==> config.mk <==
export PLATFORM = sky130hd
export DESIGN_NAME = prl_slot_table
export DESIGN_NICKNAME = d
export VERILOG_FILES = /design/src/hw/rtl/prl_pkg.sv /design/src/hw/rtl/prl_slot_table.sv
export SDC_FILE = /design/constraint.sdc
export NUM_CORES = 1
export LEC_CHECK = 0
export ABC_AREA = 1
export BUFFER_PORTS_ARGS = -buffer_cell sky130_fd_sc_hd__buf_2
export CAP_MARGIN = 0
export CORE_MARGIN = 5
export CORE_UTILIZATION = 45
export CTS_CLUSTER_SIZE = 16
export DETAILED_ROUTE_END_ITERATION = 6
export PLACE_DENSITY = 0.6
export SLEW_MARGIN = 10
export SYNTH_ARGS = -nofsm -noshare
export SYNTH_HDL_FRONTEND = slang
export SYNTH_SLANG_ARGS = --single-unit
==> constraint.sdc <==
create_clock -name clock -period 1.7 [get_ports clock]
set_input_delay 0.17 -clock clock [delete_from_list [all_inputs] [get_ports clock]]
set_output_delay 0.17 -clock clock [all_outputs]
set_load 0.05 [all_outputs]
==> src/hw/rtl/prl_pkg.sv <==
// ----------------------------------------------------------------------------
// prl_pkg
// Shared constants, codes and types of the polygon region lookup block.
// ----------------------------------------------------------------------------
package prl_pkg;

   localparam int NUM_REGIONS_DEF = 16;
   localparam int MAX_VERTS_DEF   = 256;
   localparam int COORD_BITS_DEF  = 16;

   localparam int ID_BITS    = 8;
   localparam int MODE_BITS  = 2;
   localparam int SLOT_BITS  = 4;
   localparam int VIDX_BITS  = 8;
   localparam int VCNT_BITS  = 9;

   localparam logic [MODE_BITS-1:0] MODE_VERTEX = 2'd0;
   localparam logic [MODE_BITS-1:0] MODE_HEADER = 2'd1;
   localparam logic [MODE_BITS-1:0] MODE_QUERY  = 2'd2;

   typedef enum logic [2:0] {
      ST_IDLE,
      ST_SLOT,
      ST_SCHK,
      ST_VERT,
      ST_CLOSE,
      ST_DRAIN
   } state_type;

   typedef struct packed {
      logic               valid;
      logic               last;
      logic [ID_BITS-1:0] ident;
   } edge_tag_type;

   typedef struct packed {
      logic               valid;
      logic               last;
      logic               hit;
      logic [ID_BITS-1:0] ident;
   } edge_res_type;

endpackage

==> src/hw/rtl/prl_slot_table.sv <==
// ----------------------------------------------------------------------------
// prl_slot_table
// Per-slot region id and vertex count; a slot never written reads as empty.
// ----------------------------------------------------------------------------
module prl_slot_table #(
   parameter int NUM_REGIONS = 16,
   parameter int SB          = 4,
   parameter int CW          = 9
) (
   input  logic                        clock,
   input  logic                        reset,
   input  logic                        wr_en,
   input  logic [SB-1:0]               wr_slot,
   input  logic [prl_pkg::ID_BITS-1:0] wr_ident,
   input  logic [CW-1:0]               wr_size,
   input  logic [SB-1:0]               rd_slot,
   output logic [prl_pkg::ID_BITS-1:0] rd_ident,
   output logic [CW-1:0]               rd_size
);
   import prl_pkg::*;

   logic [ID_BITS+CW-1:0] mem [NUM_REGIONS];
   logic [NUM_REGIONS-1:0] valid_ff;
   logic [ID_BITS+CW-1:0] rd_data_ff;
   logic                  rd_valid_ff;

   always_ff @(posedge clock) begin
      if (reset) begin
         valid_ff <= '0;
      end else if (wr_en) begin
         valid_ff[wr_slot] <= 1'b1;
      end
   end

   always_ff @(posedge clock) begin
      if (wr_en) begin
         mem[wr_slot] <= {wr_ident, wr_size};
      end
      rd_data_ff  <= mem[rd_slot];
      rd_valid_ff <= valid_ff[rd_slot];
   end

   assign rd_ident = rd_data_ff[ID_BITS+CW-1:CW];
   assign rd_size  = rd_valid_ff ? rd_data_ff[CW-1:0] : '0;

endmodule

### Word level (Yosys, flattened, before mapping)

Memory sizes are Yosys's and may differ from the RTL's. A register that Yosys moved wholly into a read port is not among the register bits.
Cells that the tools add are included.
Widths: inputs -> output; s select.

| word-level totals | value |
|---|---|
| output and inout bits | 17 |
| input port bits | 28 |
| flip-flop bits (word level) | 17 |
| memories kept | 1 |
| memory bits (writable) | 272 |

| operators by class | value |
|---|---|
| bitwise logic cells | 1 |
| order comparisons | 3 |
| mux-type cells | 7 |
| reduce and logical (&&, ||, !) cells | 1 |

Memories:

| name | depth | bits a word | read ports | clocked after memory_dff | write ports | RTL line | RTL |
|---|---|---|---|---|---|---|---|
| mem | 16 | 17 | 1 | 1 | 1 | prl_slot_table.sv:22 | `logic [ID_BITS+CW-1:0] mem [NUM_REGIONS];` |

Operators by type and width:

| operator | number |
|---|---|
| $or 16x16->16 | 1 |
| $lt 4x5->1 const B | 2 |
| $mux 9 | 1 |
| $bmux 1 s4 | 1 |
| $demux 1 s4 | 1 |
| $ge 4x1->1 const B | 1 |
| $mux 1 | 4 |
| $logic_and 1x1->1 | 1 |

### Logic depth before layout (Yosys ltp)

| depth | value |
|---|---|
| depth in word-level cells | 5 |
| mapped depth | 8 |
| gate-level depth less buffers | 7 |

### Worst setup path before layout

No wires, ideal clock.

| timing | value |
|---|---|
| path type | input -> register |
| start point | in wr_en |
| end point | mem mem[10][0] in the netlist's numbering (enable) |
| cell stages on the path | 4 |
| slack | -0.026 ns |
| buffers on the path | 0 |
| data required time | 1.308 ns |
| arrival time | 1.335 ns |
| library setup time | 0.392 ns |
| cell sequence | inv_1 nor3_1 inv_1 nor2_1 |

| on the way | value |
|---|---|
| cells in the longest elaborated chain, start to end | 2 |

RTL lines:

| element | RTL line | RTL |
|---|---|---|
| start, declared | prl_slot_table.sv:12 | `input logic wr_en,` |
| $mux 1 | prl_slot_table.sv:36 | `if (wr_en) begin` |
| $mux 1 (implied by the code) | prl_slot_table.sv:37 | `mem[wr_slot] <= {wr_ident, wr_size};` |
| end, declared | prl_slot_table.sv:22 |  |

No other way between the ends.

### Worst setup path after layout

| timing | value |
|---|---|
| start point | reg rd_valid_ff |
| end point | out rd_size[6] |

| on the way | value |
|---|---|
| cells in the longest elaborated chain, start to end | 1 |

RTL lines:

| element | RTL line | RTL |
|---|---|---|
| start, declared | prl_slot_table.sv:25 | `logic rd_valid_ff;` |
| start signal, assigned | prl_slot_table.sv:40 | `rd_valid_ff <= valid_ff[rd_slot];` |
| $mux 9 | prl_slot_table.sv:44 | `assign rd_size = rd_valid_ff ? rd_data_ff[CW-1:0] : '0;` |
| end, declared | prl_slot_table.sv:18 | `output logic [CW-1:0] rd_size` |

No other way between the ends.

==> impl_metrics.json <==
{
  "run_status": "completed",
  "synth_area_leader_cell": "edfxtp_1",
  "cts_resized": 1,
  "switching_share_pct": 22.1,
  "cap_violations": 0,
  "clockRootBuffer": "clkbuf_16",
  "critPathMaxStageDelay_ns": 0.48,
  "crit_slowest_cell": "dfxtp_2",
  "fill_cells": 2545,
  "layout-drive-gt1-share_pct": 10.4,
  "setup_viol_count_final": 0,
  "hold_viol": 0,
  "io_buffers": 44,
  "dp.cells": 1675,
  "critPathLaunchType": "register",
  "irDropWorstVdd_uv": 789,
  "cts_inserted_buffers": 34,
  "ys_seq_elements": 306,
  "vias_per_cell": 4.85,
  "synthCells": 1273,
  "clock_path_buffers": 3,
  "crit_path_end_kind": "primary output",
  "synth_top_flop_cell": "edfxtp_1",
  "min_path_type": "input pin to register",
  "drv_slew": 0,
  "gp_congestion": 0.760,
  "synth_warnings": 0,
  "worstPathArrival_ns": 1.40,
  "clock_latency_ns": 0.50,
  "die_x_um": 179,
  "wl_um": 29800,
  "fin_worst_skew_ns": 0.00865,
  "min_period_ns": 1.57,
  "avgSynthCellArea_um2": 10.1,
  "ys_seq_area_share_pct": 68.6,
  "min_period_over_period_pct": 92.3,
  "syn_nets": 1301,
  "nets": 1355,
  "rows": 62,
  "fin_ws_ns": 0.130,
  "area_growth_pct": 16.4,
  "critPathBufInv": 2,
  "cp_max_fo": 9,
  "p_switching_mw": 3.75,
  "grt_usage_pct": 19.1,
  "final_antenna_net_count": 0,
  "drcViolationCount": 0,
  "clock_sinks": 306,
  "async_reset_ff_share_pct": 0,
  "yosysMostFrequentCell": "nand2_1",
  "vias": 8430,
  "cts_setup_buffers": 0,
  "core_area_um2": 28500,
  "reg2reg_slack_ns": 0.68,
  "synthTopCellsByArea": "edfxtp_1 63%, nand2_1 12%, nand3_1 8.4%",
  "leakage_nw": 6.57,
  "setup_tns_ns": 0,
  "max_slew.worst_pin.slew_ns": 0.469,
  "powerDensity_nw_per_um2": 1130,
  "first_pass_iters": 5,
  "combPwrFrac_pct": 7.2,
  "wl_per_cell_um": 17.2,
  "p_int_mw": 13.2,
  "die_h_um": 179,
  "grt_pass1_vias": 8441,
  "grt_max_degree": 65,
  "num_io_pins": 45,
  "final_util_pct": 52.7,
  "synth_cell_type_count": 15,
  "place_ws_ns": 0.213,
  "cts_tree": "done",
  "globalRouteOverflowTotal": 0,
  "first_iter_violations": 735,
  "netlist_area_um2": 12900,
  "clock.fmax_mhz": 637,
  "cts_max_level": 2,
  "die_area_um2": 32100,
  "dp_hpwl_um": 18200,
  "initial_utilization_pct": 45.3,
  "grt_pass1_wl_um": 47000,
  "synthDominantCellAreaShare_pct": 63.4,
  "cpLargestDelayFamily": "flip-flops",
  "antenna_found_initial": 0,
  "clkPwrFrac_pct": 43.0,
  "rsz0062_at_grt": "false",
  "crit_path_cell_trace": "nand2_1 > inv_1 > buf_2",
  "n_antenna_cell": 0,
  "pwr-share-seq_pct": 49.8,
  "synth_edf_count": 272,
  "cp.required_ns": 1.53,
  "crit_type": "register to primary output",
  "path_clk_slew_ns": 0.06,
  "slew_headroom_pct": 68.5,
  "hold_buffers": 0,
  "synth_commonest_cells": "395 x nand2_1, 272 x edfxtp_1, 248 x inv_1, 217 x nand3_1, 34 x dfxtp_1",
  "fin_cells": 1737
}
==> sequential cells by signal (all words and copies together), names as in the netlist <==
signal / cells
rd_data_ff: 17
valid_ff: 16
rd_valid_ff: 1
mem: 272
==> final cells by class <==
cell class / instances / area, um^2 / share of cell area (%)
flip-flops and latches: 306 / 8850 / 59.0
clock inverters: 11 / 101 / 0.676
clock buffers: 51 / 1030 / 6.86
well taps: 384 / 480 / 3.20
multi-input cells: 648 / 2740 / 18.2
repair buffers: 85 / 856 / 5.71
inverters: 252 / 948 / 6.32
==> placed cells by master (no fill, tap or decap) <==
| cell type | n |
|---|---|
| nand3_1 | 217 |
| clkbuf_8 | 5 |
| clkinv_4 | 1 |
| nor2_1 | 16 |
| nand2_1 | 395 |
| dfxtp_2 | 1 |
| dfxtp_1 | 33 |
| buf_4 | 16 |
| a21oi_1 | 10 |
| clkbuf_1 | 9 |
| nor2_2 | 6 |
| inv_2 | 1 |
| clkinv_1 | 8 |
| inv_4 | 1 |
| edfxtp_1 | 272 |
| clkinv_2 | 2 |
| buf_12 | 26 |
| buf_2 | 43 |
| clkbuf_16 | 37 |
| inv_1 | 248 |
| bufinv_16 | 2 |
| nor3_1 | 4 |
==> metal layers <==
| layer | routed length (um) | part of all wire [%] | vias up | GRT usage, % |
|---|---|---|---|---|
| met5 | 0 | 0 | - | 0 |
| met4 | 760 | 2.6 | 0 | 6.13 |
| met3 | 1500 | 5.0 | 51 | 2.95 |
| met2 | 14300 | 48 | 224 | 32.0 |
| met1 | 13200 | 44 | 4001 | 25.7 |
| li1 | - | - | 4154 | - |
==> logic make-up after synthesis <==
logic type | Yosys count | share of synthesized area [%]
AND/OR/NAND/NOR | 638 | 20.7
AO/OA/AOI/OAI | 10 | 0.388
flip-flops | 306 | 68.6
buffers and inverters | 319 | 10.2
==> power groups by stage <==
stage                     logic [mW]  clock network (mW)  registers, mW
final                           1.22                7.29           8.44
after global routing            1.34                7.78           8.45
after floorplan                0.779                   0           8.57
after CTS                       1.24                7.44           8.44
after global placement          1.22                   0           8.59
after detailed placement        1.23                   0           8.59
==> worst min-delay path: stages <==
cell and delay, ns:
buf_2 0.17, nand3_1 0.10, nand2_1 0.04
==> stage by stage <==
stage / hold WS [ns] / area (um^2) / power, mW
6_report: 0.0441 / 15000 / 16.9
4_1_cts: 0.0182 / 15000 / 17.1
3_3_place_gp: 0.443 / 13900 / 9.81
3_5_place_dp: 0.451 / 13900 / 9.82
5_1_grt: 0.0362 / 15000 / 17.6
2_1_floorplan: 0.269 / 12900 / 9.35
==> path summary, 6_finish.rpt <==
kind	end	start	depth (start not counted)
max	rd_size[6]	rd_valid_ff	3
min	rd_data_ff[15]	rd_slot[3]	3
max reg2reg	rd_data_ff[15]	mem[7][15]	6
min reg2reg	valid_ff[2]	valid_ff[2]	2
No activity file was read; power rests on OpenSTA's default activity.
